File: src/design/tcw_pkg.sv
`timescale 1ns / 1ps

package tcw_pkg;

  localparam int unsigned ACT_W = 3;
  localparam int unsigned CHAR_W = 8;
  localparam int unsigned ROW_W = 5;
  localparam int unsigned COL_W = 7;
  localparam int unsigned CLR_W = 4;
  localparam int unsigned DATA_W = 16;

  localparam int unsigned APB_ADDR_W = 4;
  localparam int unsigned APB_DATA_W = 32;
  localparam int unsigned REG_IDX_LSB = 2;

  typedef enum logic [ACT_W-1:0] {
    ACT_PUT        = 3'd0,
    ACT_PUT_AT     = 3'd1,
    ACT_SET_CURSOR = 3'd2,
    ACT_NEWLINE    = 3'd3,
    ACT_CLEAR      = 3'd4,
    ACT_CLEAR_ROW  = 3'd5,
    ACT_ADVANCE    = 3'd6,
    ACT_READ       = 3'd7
  } action_e;

  typedef enum logic [APB_ADDR_W-REG_IDX_LSB-1:0] {
    REG_ENABLED = 2'd0,
    REG_TEXT_FG = 2'd1,
    REG_TEXT_BG = 2'd2
  } reg_idx_e;

  localparam logic [CHAR_W-1:0] CHAR_TAB   = 8'h09;
  localparam logic [CHAR_W-1:0] CHAR_LF    = 8'h0A;
  localparam logic [CHAR_W-1:0] CHAR_CR    = 8'h0D;
  localparam logic [CHAR_W-1:0] CHAR_SPACE = 8'h20;

  localparam logic [CLR_W-1:0] FG_RESET = 4'hF;
  localparam logic [CLR_W-1:0] BG_RESET = 4'h0;

  typedef struct packed {
    logic             enabled;
    logic [CLR_W-1:0] fg;
    logic [CLR_W-1:0] bg;
  } cfg_t;

  typedef struct packed {
    action_e           action;
    logic [CHAR_W-1:0] char_code;
    logic [ROW_W-1:0]  row;
    logic [COL_W-1:0]  column;
    logic [CLR_W-1:0]  cell_fg;
    logic [CLR_W-1:0]  cell_bg;
  } item_t;

  typedef struct packed {
    logic [ROW_W-1:0]  out_row;
    logic [COL_W-1:0]  out_col;
    logic              wrapped;
    logic [DATA_W-1:0] cell_data;
  } result_t;

  typedef struct packed {
    logic init_wr;
    logic load;
    logic exec;
    logic copy;
    logic blank;
    logic put_wr;
    logic emit;
  } dp_cmd_t;

  typedef struct packed {
    logic scroll;
    logic put_after;
    logic sweep;
    logic last;
    logic out_busy;
  } dp_status_t;

endpackage

File: src/design/tcw_ctrl.sv
`timescale 1ns / 1ps

module tcw_ctrl import tcw_pkg::*; (
  input  logic       clk_i,
  input  logic       rst_ni,
  input  logic       in_valid_i,
  output logic       in_ready_o,
  input  dp_status_t status_i,
  output dp_cmd_t    cmd_o
);

  typedef enum logic [2:0] {
    ST_INIT,
    ST_IDLE,
    ST_DECODE,
    ST_COPY,
    ST_DRAIN,
    ST_BLANK,
    ST_PUTW,
    ST_DONE
  } state_e;

  state_e state_q, state_d;
  logic   put_pend_q, put_pend_d;

  always_comb begin
    state_d    = state_q;
    put_pend_d = put_pend_q;
    cmd_o      = '0;
    in_ready_o = 1'b0;
    unique case (state_q)
      ST_INIT: begin
        cmd_o.init_wr = 1'b1;
        if (status_i.last) begin
          state_d = ST_IDLE;
        end
      end
      ST_IDLE: begin
        in_ready_o = 1'b1;
        if (in_valid_i) begin
          cmd_o.load = 1'b1;
          state_d    = ST_DECODE;
        end
      end
      ST_DECODE: begin
        cmd_o.exec = 1'b1;
        put_pend_d = status_i.put_after;
        if (status_i.scroll) begin
          state_d = ST_COPY;
        end else if (status_i.put_after) begin
          state_d = ST_PUTW;
        end else if (status_i.sweep) begin
          state_d = ST_BLANK;
        end else begin
          state_d = ST_DONE;
        end
      end
      ST_COPY: begin
        cmd_o.copy = 1'b1;
        if (status_i.last) begin
          state_d = ST_DRAIN;
        end
      end
      // last copied cell is written here
      ST_DRAIN: begin
        state_d = ST_BLANK;
      end
      ST_BLANK: begin
        cmd_o.blank = 1'b1;
        if (status_i.last) begin
          state_d = put_pend_q ? ST_PUTW : ST_DONE;
        end
      end
      ST_PUTW: begin
        cmd_o.put_wr = 1'b1;
        put_pend_d   = 1'b0;
        state_d      = ST_DONE;
      end
      ST_DONE: begin
        if (!status_i.out_busy) begin
          cmd_o.emit = 1'b1;
          in_ready_o = 1'b1;
          if (in_valid_i) begin
            cmd_o.load = 1'b1;
            state_d    = ST_DECODE;
          end else begin
            state_d = ST_IDLE;
          end
        end
      end
    endcase
  end

  always_ff @(posedge clk_i or negedge rst_ni) begin
    if (!rst_ni) begin
      state_q    <= ST_INIT;
      put_pend_q <= 1'b0;
    end else begin
      state_q    <= state_d;
      put_pend_q <= put_pend_d;
    end
  end

endmodule

File: config.mk
export PLATFORM = sky130hd
export DESIGN_NAME = tcw_ctrl
export DESIGN_NICKNAME = d
export VERILOG_FILES = /design/src/design/tcw_pkg.sv /design/src/design/tcw_ctrl.sv
export SDC_FILE = /design/constraint.sdc
export NUM_CORES = 1
export LEC_CHECK = 0
export BUFFER_PORTS_ARGS = -buffer_cell sky130_fd_sc_hd__buf_2
export CORE_AREA = 2 2 39 41
export CTS_CLUSTER_DIAMETER = 200
export DETAILED_ROUTE_END_ITERATION = 10
export DIE_AREA = 0 0 41 43
export GPL_TIMING_DRIVEN = 0
export PLACE_DENSITY = 0.6
export RECOVER_POWER = 25
export SLEW_MARGIN = 15
export SYNTH_ARGS = -nofsm -noshare
export SYNTH_HDL_FRONTEND = slang
export SYNTH_SLANG_ARGS = --single-unit
File: constraint.sdc
create_clock -name clk_i -period 2.91 [get_ports clk_i]
set_clock_uncertainty 0.2 [all_clocks]
set_input_delay 0.873 -clock clk_i [delete_from_list [all_inputs] [get_ports clk_i]]
set_output_delay 0.873 -clock clk_i [all_outputs]
set_load 0.01 [all_outputs]
==> results.cfg, run 1 <==
[global_route]
gr-total-overflow = 0
grt_max_degree = 11
grt_pass1_wl_um = 1290
antenna_found_initial = 0
first_global_vias = 311
grt_usage_pct = 11.9

[critical_path]
critPathLaunch = status_i[0]
required_ps = 1840
end_kind = primary output
worstSetupPathType = in -> out
arrival_ps = 1610
r2r_cells = 4
crit_fanout = 3
endpoint = cmd_o[5]
r2r-end = state_q[1]
crit_path_start_kind = input pin
crit-reg2reg-launch = state_q[1]
reg2reg_setup_slack_ps = 1470

[floorplan]
core_region_area_mm2 = 0.00138
ios = 16
fp.dieH_um = 43
dieArea_mm2 = 0.00176
row_count = 14
initial_core_util_pct = 25.2
die_w_um = 41

[routing]
post-route-drc-count = 0
wl_per_cell_um = 10.8
postRouteAntennaNets = 0
num_vias = 390
dr.pass1.iters = 3
drt-total-wl_um = 861
avgViaCountPerCell = 4.88
first_iter_violations = 5

[synth]
synthMuxAreaShare_pct = 2.87
synth-simple-area-share_pct = 35.8
yosys_warnings = 0
avgSynthCellArea_um2 = 7.59
synth_area_um2 = 349
syn-num-nets = 54
async_reset_ff_share_pct = 100
synthXorXnorAreaFrac_pct = 0
ys_ff_latch = 4
synth_compound_area_share_pct = 24.4
yosysSeqAreaShare_pct = 28.7
post_synth_num_cell_types = 25
synth_enable_flop_cells = 0
synth_adder_area_share_pct = 0
synth_top_family_by_area = simple AND/OR/NAND/NOR gates
synthCells = 46
synthFlopType = dfrtp_1

[clock_tree]
clk-insertion-delay-late_ps = 250
cts.sinks = 4
ctsResizeCount = 0
ctsHoldBuffers = 0
post_cts_buffers = 0
cts_max_path_buffers = 2
cts_tree = done
cts_buffers = 3
root_buffer = clkbuf_4
h-tree-depth = 1
clk_pin_slew_ps = 40

[pwr]
leakage_nw = 0.238
power_density_mw_per_mm2 = 1020
power_mw = 0.475
ir_drop_mv = 0.349

[timing]
max_slew_margin_pct = 84.4
final-setup-viol-count = 0
tns_ps = 0
tightest_slew_ps = 234
final-hold-violation-count = 0
drv_slew = 0
finalCritPeriodShare_pct = 92.4
period_needed_ps = 2690
max_freq_mhz = 372
rsz0062_at_grt = no

[layout]
area_delta_synth_final_pct = 33.3
antenna_cells = 0
final_cell_mix = 16 x buf_2, 5 x nand2_1, 4 x nor2_1, 4 x o21ai_0, 4 x dfrtp_1
drive_gt1_share_pct = 34.4
mostFrequentLayoutCell = buf_2
postLayoutCellArea_um2 = 465
fin_nets = 74

[placed_design]
gp_congestion = 0.732
port_buffers = 15
place_hpwl_um = 619
placedInstanceArea_um2 = 444

[worst_hold_path]
hp-class = in -> async

[job]
maxCapViolCount = 0

[status]
status = complete, no violations
cells by family (layout without fill, tap and decap cells):
family          count (synthesis)  after routing
simple gates                   22             22
buf+inv                         5             23
compound gates                 14             14
flops                           4              4
mux                             1              1
metrics by stage:
stage | hold WS, ps | instances | util [%] | setup WS (ps)
finish | 251 | 80 | 33.6 | 222
global route | 262 | 80 | 33.6 | 150
CTS | 217 | 80 | 33.7 | 214
detailed placement | 277 | 77 | 32.1 | 223
global placement | 278 | 77 | 32.1 | 223
floorplan | 251 | 46 | - | 401
final cells by class:
cell class,instances,area [um^2]
fill,156,918
multi-input combinational,37,220
sequential,4,100
timing repair buffer,15,73.8
clock buffer,3,22.5
buffer,3,21.3
tap,16,20.0
inverter,2,7.51
per-layer routing:
| metal | GRT usage, % | part of all wire (%) | vias to the layer above |
|---|---|---|---|
| met1 | 15.5 | 46 | 171 |
| met5 | 0 | 0 | - |
| li1 | - | - | 199 |
| met3 | 3.14 | 6.0 | 5 |
| met2 | 13.4 | 43 | 15 |
| met4 | 14.0 | 5.0 | 0 |
worst min path at each step:
stage	to	slack, ps	depth (start not counted)
final	state_q[1]	250	1
after global routing	state_q[0]	260	1
after CTS	state_q[1]	220	1
after detailed placement	put_pend_q	280	2
after global placement	put_pend_q	280	2
after floorplan	put_pend_q	250	2
synth_stat cells (2+ instances only):
cell type | number | area share, %
nor2_1 | 4 | 4.3
nor3b_1 | 2 | 4.3
a21oi_1 | 3 | 4.3
dfrtp_1 | 4 | 29
o21ai_0 | 4 | 5.7
o21ai_1 | 2 | 2.9
and3_1 | 2 | 3.6
nand2_1 | 5 | 5.4
buf_2 | 2 | 2.9
and2_1 | 2 | 3.6
nor3_1 | 2 | 2.9
power by group:
group	switching [mW]	total [mW]	internal (mW)
clock	0.0280	0.0745	0.0465
combinational	0.153	0.291	0.138
sequential	0.0274	0.109	0.0814
total	0.208	0.475	0.266
state kept, by name (all words and copies together), names as in the netlist:
signal	flops
put_pend_q	1
state_q	3
worst max-delay path, cell delays in order:
cell	delay, ps
buf_2	100
nor2b_4	40
and2_1	160
o21a_1	170
and2_1	140
buf_2	130
(Power assumes the default switching activity.)
==> run 2, diff against run 1 <==
Settings changed: CELL_PAD_IN_SITES_DETAIL_PLACEMENT from default to 2, CELL_PAD_IN_SITES_GLOBAL_PLACEMENT from default to 2, CORE_AREA 2 2 39 41 to 2 2 42 44, DIE_AREA 0 0 41 43 to 0 0 44 46, PLACE_DENSITY 0.6 to 0.83.
==> run 2 against run 1 <==
  * Clock power shrank 7.5%
  * Die area grew 15%
  * First-iteration DRC count shrank 40%
  * Global-route usage grew 1.9 points
  * Critical path depth is the same
  * Flip-flop and latch count is the same
  * Combinational power grew 6%
  * Final area grew 0.27%
  * Non-clock buffer count is the same
  * Sequential power is essentially flat
  * Core utilization shrank 4.7 points
  * Critical path type unchanged
  * Largest cell class unchanged
  * Highest routed layer unchanged
==> results.cfg, run 2 (same netlist as run 1, synthesis figures left out) <==
[status]
status = complete, no violations

[timing]
drv_slew = 0
period_needed_ps = 2710
final-setup-viol-count = 0
rsz0062_at_grt = no
max_slew_margin_pct = 82.8
final-hold-violation-count = 0
tightest_slew_ps = 259
tns_ps = 0
max_freq_mhz = 370
finalCritPeriodShare_pct = 93.0

[routing]
wl_per_cell_um = 14.5
num_vias = 402
first_iter_violations = 3
post-route-drc-count = 0
postRouteAntennaNets = 0
drt-total-wl_um = 1180
dr.pass1.iters = 2
avgViaCountPerCell = 4.96

[global_route]
grt_max_degree = 11
antenna_found_initial = 0
gr-total-overflow = 0
first_global_vias = 416
grt_pass1_wl_um = 1940
grt_usage_pct = 13.8

[clock_tree]
h-tree-depth = 1
cts_tree = done
post_cts_buffers = 0
clk_pin_slew_ps = 40
clk-insertion-delay-late_ps = 230
cts_max_path_buffers = 2
ctsHoldBuffers = 0
cts_buffers = 3
root_buffer = clkbuf_4
ctsResizeCount = 0
cts.sinks = 4

[placed_design]
gp_congestion = 0.683
place_hpwl_um = 905
port_buffers = 15
placedInstanceArea_um2 = 445

[critical_path]
worstSetupPathType = in -> out
arrival_ps = 1630
endpoint = cmd_o[5]
required_ps = 1840
end_kind = primary output
r2r-end = state_q[1]
crit_path_start_kind = input pin
reg2reg_setup_slack_ps = 1440
r2r_cells = 4
crit_fanout = 3
crit-reg2reg-launch = state_q[1]
critPathLaunch = status_i[0]

[pwr]
leakage_nw = 0.238
power_density_mw_per_mm2 = 1050
power_mw = 0.489
ir_drop_mv = 0.227

[layout]
regMostFlops = state_q
antenna_cells = 0
drive_gt1_share_pct = 34.4
seq_area_um2 = 100
fill_cells = 215
fin_nets = 74
final_cell_mix = 16 x buf_2, 5 x nand2_1, 4 x nor2_1, 4 x o21ai_0, 4 x dfrtp_1
area_delta_synth_final_pct = 33.7
postLayoutCellArea_um2 = 467
largest_reg_flops = 3
mostFrequentLayoutCell = buf_2
multi_input_area_um2 = 220
top_regs = state_q: 3 flops, put_pend_q: 1 flops

[floorplan]
ios = 16
row_count = 15
initial_core_util_pct = 21.6
fp.dieH_um = 46
core_region_area_mm2 = 0.00161
die_w_um = 44
dieArea_mm2 = 0.00202

[job]
maxCapViolCount = 0

[worst_hold_path]
hp-class = in -> async
[run 2: worst max-delay path, stage by stage]
cell and delay (ps):
buf_2 100, nor2b_4 40, and2_1 160, o21a_1 180
and2_1 150, buf_2 130
[run 2: through the flow]
stage / util, % / worst slack [ps] / hold WS, ps / instances
after floorplan: - / 401 / 251 / 46
after CTS: 29.0 / 196 / 231 / 81
after detailed placement: 27.6 / 203 / 360 / 78
after global routing: 28.9 / 131 / 259 / 81
final: 28.9 / 204 / 259 / 81
after global placement: 27.6 / 219 / 281 / 78
[run 2: metal layers]
layer	vias to the layer above	track usage [%]	wire length, um
li1	196	-	-
met1	192	16.4	556
met2	12	22.6	572
met3	2	1.19	27
met4	0	10.9	19
met5	-	0	0
[run 2: worst min path at each step]
| stage | from | end | slack [ps] | cells past startpoint |
|---|---|---|---|---|
| after floorplan | put_pend_q | put_pend_q | 250 | 2 |
| after global placement | put_pend_q | put_pend_q | 280 | 2 |
| after detailed placement | put_pend_q | put_pend_q | 360 | 2 |
| after CTS | rst_ni | state_q[2] | 230 | 1 |
| after global routing | rst_ni | state_q[2] | 260 | 1 |
| final | rst_ni | state_q[2] | 260 | 1 |
[run 2: cell type report]
cell class,count,share of cell area (%)
Tap cell,17,4.56
Sequential cell,4,21.4
Clock buffer,3,4.83
Multi-Input combinational cell,37,47.2
Timing Repair Buffer,15,15.8
Buffer,3,4.56
Inverter,2,1.61
[run 2: power by group]
part | internal (mW) | leakage, nW | switching (mW)
logic | 0.139 | 0.178 | 0.171
clock network | 0.0461 | 0.0138 | 0.0228
registers | 0.0815 | 0.0464 | 0.0295
total | 0.266 | 0.238 | 0.223
