### src/design/tcw_pkg.sv
`timescale 1ns / 1ps

package tcw_pkg;

  localparam int unsigned ACT_W = 3;
  localparam int unsigned CHAR_W = 8;
  localparam int unsigned ROW_W = 5;
  localparam int unsigned COL_W = 7;
  localparam int unsigned CLR_W = 4;
  localparam int unsigned DATA_W = 16;

  localparam int unsigned APB_ADDR_W = 4;
  localparam int unsigned APB_DATA_W = 32;
  localparam int unsigned REG_IDX_LSB = 2;

  typedef enum logic [ACT_W-1:0] {
    ACT_PUT        = 3'd0,
    ACT_PUT_AT     = 3'd1,
    ACT_SET_CURSOR = 3'd2,
    ACT_NEWLINE    = 3'd3,
    ACT_CLEAR      = 3'd4,
    ACT_CLEAR_ROW  = 3'd5,
    ACT_ADVANCE    = 3'd6,
    ACT_READ       = 3'd7
  } action_e;

  typedef enum logic [APB_ADDR_W-REG_IDX_LSB-1:0] {
    REG_ENABLED = 2'd0,
    REG_TEXT_FG = 2'd1,
    REG_TEXT_BG = 2'd2
  } reg_idx_e;

  localparam logic [CHAR_W-1:0] CHAR_TAB   = 8'h09;
  localparam logic [CHAR_W-1:0] CHAR_LF    = 8'h0A;
  localparam logic [CHAR_W-1:0] CHAR_CR    = 8'h0D;
  localparam logic [CHAR_W-1:0] CHAR_SPACE = 8'h20;

  localparam logic [CLR_W-1:0] FG_RESET = 4'hF;
  localparam logic [CLR_W-1:0] BG_RESET = 4'h0;

  typedef struct packed {
    logic             enabled;
    logic [CLR_W-1:0] fg;
    logic [CLR_W-1:0] bg;
  } cfg_t;

  typedef struct packed {
    action_e           action;
    logic [CHAR_W-1:0] char_code;
    logic [ROW_W-1:0]  row;
    logic [COL_W-1:0]  column;
    logic [CLR_W-1:0]  cell_fg;
    logic [CLR_W-1:0]  cell_bg;
  } item_t;

  typedef struct packed {
    logic [ROW_W-1:0]  out_row;
    logic [COL_W-1:0]  out_col;
    logic              wrapped;
    logic [DATA_W-1:0] cell_data;
  } result_t;

  typedef struct packed {
    logic init_wr;
    logic load;
    logic exec;
    logic copy;
    logic blank;
    logic put_wr;
    logic emit;
  } dp_cmd_t;

  typedef struct packed {
    logic scroll;
    logic put_after;
    logic sweep;
    logic last;
    logic out_busy;
  } dp_status_t;

endpackage

### src/design/tcw_cfg.sv
`timescale 1ns / 1ps

module tcw_cfg import tcw_pkg::*; (
  input  logic                  clk_i,
  input  logic                  rst_ni,
  input  logic                  psel_i,
  input  logic                  penable_i,
  input  logic                  pwrite_i,
  input  logic [APB_ADDR_W-1:0] paddr_i,
  input  logic [APB_DATA_W-1:0] pwdata_i,
  output logic [APB_DATA_W-1:0] prdata_o,
  output cfg_t                  cfg_o
);

  logic                                enabled_q;
  logic [CLR_W-1:0]                    fg_q;
  logic [CLR_W-1:0]                    bg_q;
  logic                                wr_en;
  logic [APB_ADDR_W-REG_IDX_LSB-1:0]   reg_idx;

  assign wr_en   = psel_i && penable_i && pwrite_i;
  assign reg_idx = paddr_i[APB_ADDR_W-1:REG_IDX_LSB];

  always_ff @(posedge clk_i or negedge rst_ni) begin
    if (!rst_ni) begin
      enabled_q <= 1'b0;
      fg_q      <= FG_RESET;
      bg_q      <= BG_RESET;
    end else if (wr_en) begin
      unique case (reg_idx)
        REG_ENABLED: enabled_q <= pwdata_i[0];
        REG_TEXT_FG: fg_q      <= pwdata_i[CLR_W-1:0];
        REG_TEXT_BG: bg_q      <= pwdata_i[CLR_W-1:0];
        default: ;
      endcase
    end
  end

  always_comb begin
    prdata_o = '0;
    unique case (reg_idx)
      REG_ENABLED: prdata_o[0]         = enabled_q;
      REG_TEXT_FG: prdata_o[CLR_W-1:0] = fg_q;
      REG_TEXT_BG: prdata_o[CLR_W-1:0] = bg_q;
      default: ;
    endcase
  end

  assign cfg_o = '{enabled: enabled_q, fg: fg_q, bg: bg_q};

endmodule

### config.mk
export PLATFORM = sky130hd
export DESIGN_NAME = tcw_cfg
export DESIGN_NICKNAME = d
export VERILOG_FILES = /design/src/design/tcw_pkg.sv /design/src/design/tcw_cfg.sv
export SDC_FILE = /design/constraint.sdc
export NUM_CORES = 1
export LEC_CHECK = 0
export BUFFER_PORTS_ARGS = -buffer_cell sky130_fd_sc_hd__buf_2
export CAP_MARGIN = 20
export CORE_MARGIN = 5
export CORE_UTILIZATION = 30
export CTS_BUF_LIST = sky130_fd_sc_hd__clkbuf_8 sky130_fd_sc_hd__clkbuf_16
export DETAILED_ROUTE_END_ITERATION = 12
export PLACE_DENSITY = 0.76
export RECOVER_POWER = 25
export SLEW_MARGIN = 5
export SYNTH_ARGS = -nofsm -noshare
export SYNTH_HDL_FRONTEND = slang
export SYNTH_SLANG_ARGS = --single-unit
### constraint.sdc
create_clock -name clk_i -period 1 [get_ports clk_i]
set_clock_uncertainty 0.2 [all_clocks]
set_input_delay 0.1 -clock clk_i [delete_from_list [all_inputs] [get_ports clk_i]]
set_output_delay 0.1 -clock clk_i [all_outputs]
set_load 0.02 [all_outputs]
==> metrics.md, run 1 <==
| Metric | Value |
|---|---|
| Outcome | `finished, violations left` |
| Violated checks | `hold timing, setup timing` |
| WL final | `1720 µm` |
| Post-Syn Area | `709 µm²` |
| CP Launch Point | `bg_q[0]` |
| Pleak | `0.584 nW` |
| Mean number of vias per cell | `4.01` |
| Drt drc | `0` |
| Worst setup SP type | `flop` |
| Seq cells post-synth | `9` |
| Post-synthesis mux area share | `0.143` |
| Worst hold path class | `primary input to flop` |
| Reg2reg start | `bg_q[0]` |
| Die width | `58.6 µm` |
| Hold Startpoint | `pwdata_i[1]` |
| Total CTS buffers | `3` |
| Yosys cell types | `13` |
| Synthesis-to-layout area growth | `64.2%` |
| Root buffer cell | `clkbuf_8` |
| Synth Area in Simple Gates | `0.0758` |
| Syn Inst Count | `66` |
| TritonRoute pass-1 iters | `4` |
| Die ar. | `0.00344 mm²` |
| Largest family of logic cells by synthesized area | `buffers and inverters` |
| Syn Area/Cell | `10.7 µm²` |
| Hold endpoint | `fg_q[1]` |
| Final Hold Vio Count | `9` |
| Crit share post-route | `1.53` |
| Ports | `82` |
| Most frequent cells in the layout | `conb_1 (28), buf_6 (22), mux2_4 (9), buf_2 (7)` |
| Core box area | `0.00223 mm²` |
| MaxCap Viol Count | `0` |
| Antenna Diode Count | `0` |
| Worst-skew pair later-pin latency | `0.23 ns` |
| Setup CP Type | `flop to output pin` |
| R2R setup slack | `-0.22 ns` |
| Vias | `529` |
| CTS Hold Buffers Added | `1` |
| H-Tree Level Count | `1` |
| Detailed-route wire length per cell | `13.0 µm` |
| Reg-to-reg critical path endpoint | `bg_q[0]` |
| Worst-path maximum fanout | `2` |
| Share of the synthesized area in the top cell type | `0.307` |
| Layout cell share with drive strength beyond 1 | `0.663` |
| # rows | `17` |
| Peak supply drop | `1.22 mV` |
| Compound-Gate Fraction of Synth Area | `0.0459` |
| Initial Utilization | `0.318` |
| Post-DRT Antenna Nets | `0` |
| Post-synth top area cell | `buf_4` |
| Crit path DAT | `1.23 ns` |
| XOR/XNOR Fraction of Synth Area | `0` |
| First-pass GRT wire length | `2870 µm` |
| Total gr overflow | `0` |
| FILL cells | `196` |
| Final Max Tran Viols | `0` |
| Total track usage | `0.112` |
| Clock buffer depth | `2` |
| Synth top area cells | `buf_4 (31%), dfrtp_1 (18%), dfstp_2 (15%), mux2_2 (14%), ha_1 (8.8%)` |
| Number of global-route vias before repair | `578` |
| I/O Buffers | `23` |
| Initial antenna violation count | `0` |
| Fmax | `652 MHz` |
| Post-synthesis sequential area ratio | `0.325` |
| WP data required | `0.70 ns` |
| CTS sink cnt | `9` |
| CTS tree | `yes` |
| Hpwl dp | `1360 µm` |
| Adder-Cell Fraction of Synth Area | `0.0882` |
| Clock slew at reported path FFs | `0.05 ns` |
| Die Ht | `58.6 µm` |
| Largest net degree at the start of global routing | `10` |
| Most common cell after layout, fill and taps aside | `conb_1` |
| GP Congestion | `0.715` |
| Min Tclk post-route | `1.53 ns` |
| Worst R2R Path Depth | `3` |
| Nets | `151` |
| RSZ-0062 raised after global routing | `yes` |
| Setup ws final | `-0.535 ns` |
| Yosys warns | `0` |
| Hold path cells | `2` |
| CP Capture Type | `output pin` |
| Min Hold Slack | `-0.0811 ns` |
| Initial DRC count | `5` |
| Finish-stage setup viols | `22` |
| Power Dens Cells | `1680 mW/mm²` |
| TNS Setup | `-4.30 ns` |
[registers in the layout, indices dropped and copies added (netlist names)]
signal / count
bg_q: 4
enabled_q: 1
fg_q: 4
[layer usage]
layer / part of all wire / up-vias / GRT usage / routed length, µm
met1: 0.35 / 244 / 0.126 / 608
met2: 0.50 / 44 / 0.191 / 852
met3: 0.14 / 2 / 0.0395 / 246
li1: - / 239 / - / -
met4: 0.0076 / 0 / 0.0485 / 13
met5: 0 / - / 0 / 0
[worst max-delay path by stage]
stage / to / slack, ns
final: prdata_o[0] / -0.53
after floorplan: prdata_o[0] / -0.21
after global placement: prdata_o[0] / -0.40
after global routing: prdata_o[0] / -0.60
after detailed placement: prdata_o[0] / -0.43
after CTS: prdata_o[0] / -0.52
[cells by family (layout without fill, tap and decap cells)]
group	count (synthesis)	count (layout)
buf+inv	31	42
mux	9	9
flops	9	9
simple gates	7	7
fa+ha+maj	5	5
compound gates	4	4
other cells	1	28
[area by class of cell]
type / instances / area (µm²) / share of cell area
multi-input cells: 53 / 479 / 0.411
repair buffers: 36 / 348 / 0.299
flip-flops and latches: 9 / 235 / 0.202
clock buffers: 3 / 41.3 / 0.0354
well taps: 28 / 35.0 / 0.0301
inverters: 2 / 22.5 / 0.0193
clock inverters: 1 / 3.75 / 0.00322
[power breakdown]
part           internal, W  leakage (nW)  total (W)  switching [W]
clock network     0.000267        0.0269   0.000412       0.000144
logic             0.000533         0.458   0.000977       0.000444
registers         0.000487        0.0986   0.000564      0.0000767
[timing repair]
action / in CTS / in global routing
setup endpoints to repair: 22 / 22
pin swaps: 4 / 3
hold endpoints to repair: 18 / 9
gates resized for setup: 37 / 7
buffers inserted: 4 / 2
[synth_stat cells, drive strengths merged]
master	count
buf	29
mux2	9
dfrtp	5
ha	5
dfstp	4
a22oi	3
nand4	3
nor2b	3
inv	2
a222oi	1
conb	1
nor2	1
[critical path, cell delays in order (launching register included)]
cell and delay, ns:
dfrtp_2 0.39, a222oi_1 0.39, nor2_2 0.08, buf_6 0.14
[through the flow]
step | instances | power [W] | instance area [µm²] | worst slack (ns) | utilization
after floorplan | 93 | 0.00107 | 936 | -0.212 | -
after global placement | 125 | 0.00126 | 943 | -0.403 | 0.422
after detailed placement | 125 | 0.00128 | 943 | -0.428 | 0.422
after CTS | 132 | 0.00194 | 1150 | -0.521 | 0.515
after global routing | 132 | 0.00207 | 1160 | -0.604 | 0.522
final | 132 | 0.00195 | 1160 | -0.535 | 0.522
Note: power is estimated with default switching activity, not from simulation.
==> run 2: changes to the inputs <==
==> constraint.sdc (replaced) <==
create_clock -name clk_i -period 1 [get_ports clk_i]
set_clock_uncertainty 0.2 [all_clocks]
set_input_delay 0.15 -clock clk_i [delete_from_list [all_inputs] [get_ports clk_i]]
set_output_delay 0.15 -clock clk_i [all_outputs]
set_load 0.02 [all_outputs]
==> run 2 against run 1 <==
  * The flow still finishes with violations (hold timing, setup timing)
  * Wire length decreased by 3.0%
  * Combinational power up 8%
  * Final cell count up 4.5%
  * Final area increased by 6.6%
  * Clock power hardly changed
  * Global-route usage down 0.87 points
  * Critical path depth unchanged
  * Sequential share of layout area fell by 1.5 points
  * Flip-flop and latch count unchanged
  * Utilization up 3.4 points
  * First-iteration DRC count unchanged
  * Register-to-register slack worse by 0.08 ns
  * Critical path type unchanged
==> metrics.md, run 2 (synthesis gave the netlist of run 1 again) <==
| Metric | Value |
|---|---|
| Outcome | `finished, violations left` |
| Violated checks | `hold timing, setup timing` |
| Synthesis-to-layout area growth | `75.0%` |
| CTS Hold Buffers Added | `1 (unchanged)` |
| CP Capture Type | `output pin` |
| Hold Startpoint | `pwdata_i[3]` |
| Root buffer cell | `clkbuf_8` |
| Top delay family on crit path | `flip-flops` |
| WP data required | `0.65 ns (-0.05 ns)` |
| Most frequent cells in the layout | `conb_1 (28), buf_6 (25), mux2_4 (9), buf_2 (8), buf_4 (5)` |
| Crit share post-route | `1.55 (+0.0180)` |
| Pleak | `0.632 nW (+8.2%)` |
| Core box area | `0.00223 mm² (unchanged)` |
| Ports | `82 (unchanged)` |
| Crit path DAT | `1.20 ns (-0.03 ns)` |
| Cell Area, Placed | `987 µm² (+4.6%)` |
| Crit-path cells | `a222oi_1 > nor2_2 > buf_2` |
| Finish-stage setup viols | `22 (unchanged)` |
| Worst-skew pair later-pin latency | `0.23 ns (about the same)` |
| Total gr overflow | `0 (unchanged)` |
| Clock slew at reported path FFs | `0.04 ns (about the same)` |
| WP buf/inv | `1 (unchanged)` |
| Placed instance count | `129 (+3.2%)` |
| First-pass GRT wire length | `2660 µm (-7.5%)` |
| Min Tclk post-route | `1.55 ns (+0.0180 ns)` |
| Initial Utilization | `0.318 (unchanged)` |
| Mean number of vias per cell | `4.10 (+2.3%)` |
| Setup CP Type | `flop to output pin` |
| Nets | `157 (+4.0%)` |
| Reg-to-reg critical path endpoint | `bg_q[0]` |
| CTS sink cnt | `9 (unchanged)` |
| Hpwl dp | `1310 µm (-3.7%)` |
| Die width | `58.6 µm (unchanged)` |
| Die Ht | `58.6 µm (unchanged)` |
| Total track usage | `0.104 (-0.00871)` |
| RSZ-0062 raised after global routing | `yes` |
| Finished Layout Cells | `138 (+4.5%)` |
| Cell area after layout | `0.00124 mm² (+6.6%)` |
| Drt drc | `0 (unchanged)` |
| Peak supply drop | `1.35 mV (+11%)` |
| Initial antenna violation count | `0 (unchanged)` |
| H-Tree Level Count | `1 (unchanged)` |
| Min Hold Slack | `-0.0385 ns (+0.0426 ns)` |
| Hold endpoint | `fg_q[3]` |
| GP Congestion | `0.796 (+11%)` |
| TritonRoute pass-1 iters | `4 (unchanged)` |
| Hold path cells | `2 (unchanged)` |
| I/O Buffers | `23 (unchanged)` |
| Reg2reg start | `bg_q[0]` |
| MaxCap Viol Count | `0 (unchanged)` |
| Clock buffer depth | `2 (unchanged)` |
| Power Dens Cells | `1630 mW/mm² (-2.6%)` |
| # rows | `17 (unchanged)` |
| Worst setup SP type | `flop` |
| Number of global-route vias before repair | `600 (+3.8%)` |
| Detailed-route wire length per cell | `12.1 µm (-7.2%)` |
| Die ar. | `0.00344 mm² (unchanged)` |
| Initial DRC count | `5 (unchanged)` |
| Final Hold Vio Count | `9 (unchanged)` |
| Most common cell after layout, fill and taps aside | `conb_1` |
| R2R setup slack | `-0.30 ns (-0.08 ns)` |
| Final Max Tran Viols | `0 (unchanged)` |
| Layout cell share with drive strength beyond 1 | `0.655 (-0.00892)` |
| Worst-path maximum fanout | `2 (unchanged)` |
| Post-DRT Antenna Nets | `0 (unchanged)` |
| CTS tree | `yes` |
| Setup ws final | `-0.553 ns (-0.0180 ns)` |
| Worst R2R Path Depth | `4 (+1)` |
| WL final | `1670 µm (-3.0%)` |
| Largest net degree at the start of global routing | `10 (unchanged)` |
| Slowest stage cell, crit path | `dfrtp_2` |
| Fmax | `644 MHz (-1.2%)` |
| Antenna Diode Count | `0 (unchanged)` |
| Worst hold path class | `primary input to flop` |
| Total CTS buffers | `3 (unchanged)` |
| Max stage delay on crit path | `0.39 ns (about the same)` |
| Vias | `566 (+7.0%)` |
| Biggest regs | `bg_q x4, fg_q x4, enabled_q x1` |
run 2: cell types whose count changed in the layout (fill, tap and decap cells not counted):
cell | previous run | this run
buf_12 | 1 | 2
buf_2 | 7 | 8
buf_4 | 3 | 5
buf_6 | 22 | 25
clkbuf_4 | 1 | 0
dfrtp_1 | 1 | 4
dfrtp_2 | 4 | 1
inv_16 | 0 | 1
inv_4 | 1 | 0
run 2: worst reg2reg max path: cells and delay by family (launching register included):
kind                   cells  cell delay, ns
muxes                      1            0.25
DFF                        1            0.39
buffers and inverters      3            0.33
run 2: worst max-delay path by stage:
stage / start / endpoint / slack (ns) / cells past startpoint
floorplan: bg_q[0] / prdata_o[0] / -0.26 / 2
global placement: paddr_i[2] / prdata_o[0] / -0.49 / 6
detailed placement: paddr_i[2] / prdata_o[0] / -0.51 / 6
CTS: bg_q[0] / prdata_o[0] / -0.54 / 3
global route: bg_q[0] / prdata_o[0] / -0.64 / 3
finish: bg_q[0] / prdata_o[0] / -0.55 / 3
run 2: layout make-up:
type / instances / area, µm²
Multi-Input combinational cell: 53 / 479
Timing Repair Buffer: 42 / 414
Clock inverter: 1 / 3.75
Fill cell: 180 / 992
Tap cell: 28 / 35.0
Inverter: 2 / 36.3
Clock buffer: 3 / 41.3
Sequential cell: 9 / 231
run 2: repair_timing:
item | CTS | global route
setup buffers | 4 | 6
endpoints found under the hold margin | 18 | 9
pin swaps | 3 | 1
setup endpoints to repair | 22 | 22
gates resized for setup | 47 | 6
run 2: routing by layer:
metal / track usage / up-vias / share of wire
li1: - / 256 / -
met1: 0.0996 / 265 / 0.31
met2: 0.182 / 40 / 0.53
met3: 0.0351 / 5 / 0.14
met4: 0.0777 / 0 / 0.026
met5: 0 / - / 0
run 2: power by group:
group          total (W)  internal (W)  switching, W
Sequential      0.000553      0.000481     0.0000717
Clock           0.000412      0.000267      0.000145
Combinational    0.00106      0.000598      0.000464
run 2: per-stage QoR:
step                worst slack (ns)   util  total power, W  setup TNS, ns
detailed placement            -0.510  0.442         0.00130          -6.27
CTS                           -0.545  0.546         0.00200          -5.23
finish                        -0.553  0.556         0.00203          -5.35
floorplan                     -0.262      -         0.00107          -1.38
global route                  -0.645  0.556         0.00214          -6.02
global placement              -0.494  0.442         0.00129          -6.04
==> run 3: changes to the inputs <==
CORE_MARGIN = 1.5   (was 5)
==> run 3 against run 2 <==
  * The run still ends with hold timing, setup timing left
  * Sequential power barely moved
  * Final area is 0.30% lower
  * Die area decreased by 22%
  * Final cell count did not move
  * Maximum frequency barely moved
  * Utilization increased by 0.36 points
==> metrics.md, run 3 (synthesis gave the netlist of run 1 again) <==
| Metric | Value |
|---|---|
| Outcome | `finished, violations left` |
| R2R setup slack | `-0.21 ns (+0.09 ns)` |
| Crit path DAT | `1.20 ns (about the same)` |
| Antenna Diode Count | `0 (unchanged)` |
| Pre-CTS WS | `-0.522 ns (-0.0116 ns)` |
| Most common cell after layout, fill and taps aside | `conb_1` |
| WL final | `1660 µm (-0.78%)` |
| Biggest regs | `bg_q x4, fg_q x4, enabled_q x1` |
| Pleak | `0.627 nW (-0.77%)` |
| Fmax | `644 MHz (about the same)` |
| Total gr overflow | `0 (unchanged)` |
| TNS Setup | `-5.26 ns (+0.0851 ns)` |
| MaxCap Viol Count | `0 (unchanged)` |
| Clock slew at reported path FFs | `0.04 ns (about the same)` |
| # rows | `17 (unchanged)` |
| RSZ-0062 raised after global routing | `yes` |
| Die Ht | `51.6 µm (-12%)` |
| Worst hold path class | `primary input to flop` |
| Number of global-route vias before repair | `581 (-3.2%)` |
| Worst-path maximum fanout | `2 (unchanged)` |
| Total CTS buffers | `3 (unchanged)` |
| Die ar. | `0.00267 mm² (-22%)` |
| Ports | `82 (unchanged)` |
| CTS tree | `yes` |
| Final Hold Vio Count | `9 (unchanged)` |
| Final Max Tran Viols | `0 (unchanged)` |
| Root buffer cell | `clkbuf_8` |
| CTS Hold Buffers Added | `1 (unchanged)` |
| Violated checks | `hold timing, setup timing` |
| Clock buffer depth | `2 (unchanged)` |
| Worst R2R Path Depth | `3 (-1)` |
| Min Hold Slack | `-0.0286 ns (+0.00990 ns)` |
| Synthesis-to-layout area growth | `74.4%` |
| Post-DRT Antenna Nets | `0 (unchanged)` |
| CTS sink cnt | `9 (unchanged)` |
| CP Capture Type | `output pin` |
| I/O Buffers | `23 (unchanged)` |
| Layout cell share with drive strength beyond 1 | `0.655 (unchanged)` |
| Crit share post-route | `1.55 (about the same)` |
| Setup ws final | `-0.554 ns (-0.000978 ns)` |
| Initial DRC count | `4 (-1)` |
| FILL cells | `191 (+6.1%)` |
| CP endpoint | `prdata_o[0]` |
| Reg2reg start | `bg_q[0]` |
| Hold Startpoint | `pwdata_i[1]` |
| Largest net degree at the start of global routing | `10 (unchanged)` |
| Die width | `51.6 µm (-12%)` |
| Reg-to-reg critical path endpoint | `bg_q[0]` |
| Detailed-route wire length per cell | `12.0 µm (-0.78%)` |
| Setup CP Type | `flop to output pin` |
| Most frequent cells in the layout | `conb_1 (28), buf_6 (25), mux2_4 (8), buf_2 (8), buf_4 (5)` |
| Hpwl dp | `1230 µm (-6.1%)` |
| Drt drc | `0 (unchanged)` |
| Min Tclk post-route | `1.55 ns (+0.000978 ns)` |
| Nets | `157 (unchanged)` |
| Worst setup SP type | `flop` |
| Core box area | `0.00221 mm² (-0.95%)` |
| GP Congestion | `0.720 (-9.5%)` |
| Finish-stage setup viols | `22 (unchanged)` |
| Worst-skew pair later-pin latency | `0.23 ns (about the same)` |
| Final Util | `0.559 (+0.00365)` |
| TritonRoute pass-1 iters | `4 (unchanged)` |
| Mean number of vias per cell | `3.99 (-2.8%)` |
| CP Launch Point | `bg_q[0]` |
| Initial Utilization | `0.321 (+0.00305)` |
| H-Tree Level Count | `1 (unchanged)` |
| Power Dens Cells | `1640 mW/mm² (+0.26%)` |
| Vias | `550 (-2.8%)` |
| First-pass GRT wire length | `2770 µm (+4.4%)` |
| Total track usage | `0.146 (+0.0424)` |
| WP data required | `0.65 ns (about the same)` |
| Peak supply drop | `1.18 mV (-13%)` |
| Initial antenna violation count | `0 (unchanged)` |
run 3: critical path: stages (launching register included):
cell      delay (ns)
dfrtp_2         0.40
a222oi_1        0.37
nor2_2          0.04
buf_2           0.16
run 3: metal layers:
metal  global-route usage  wire (µm)
met1                0.145        567
met2                0.282        933
met3               0.0259        121
met4               0.0789         34
met5                    0          0
run 3: final cells by class:
type	instances	area (µm²)	share of cell area
inverters	2	36.3	0.0293
multi-input cells	53	475	0.384
repair buffers	42	414	0.335
well taps	28	35.0	0.0283
clock buffers	3	41.3	0.0334
flip-flops and latches	9	231	0.187
clock inverters	1	3.75	0.00303
run 3: worst min-delay path by stage:
stage	to	slack, ns	cells past startpoint
3_3_place_gp	bg_q[3]	-0.19	1
6_report	fg_q[1]	-0.03	2
3_5_place_dp	enabled_q	-0.19	1
2_1_floorplan	bg_q[0]	-0.35	0
4_1_cts	fg_q[3]	-0.04	2
5_1_grt	fg_q[2]	-0.02	2
run 3: power by group:
group          internal (W)  switching, W  leakage [nW]
clock              0.000267      0.000144        0.0269
sequential         0.000482     0.0000745         0.102
combinational      0.000592      0.000465         0.498
run 3: through the flow:
step	hold WS (ns)	cell area, µm²	total power (W)	cells
3_3_place_gp	-0.194	987	0.00129	129
5_1_grt	-0.0222	1240	0.00213	138
4_1_cts	-0.0365	1210	0.00198	136
6_report	-0.0286	1240	0.00203	138
2_1_floorplan	-0.346	950	0.00107	93
3_5_place_dp	-0.191	987	0.00130	129
run 3: repair_timing:
action / CTS / global route
gates resized for setup: 46 / 6
endpoints found under the hold margin: 18 / 9
buffers inserted: 3 / 6
gates cloned: 0 / 0
setup endpoints to repair: 22 / 22
pin swaps: 5 / 1
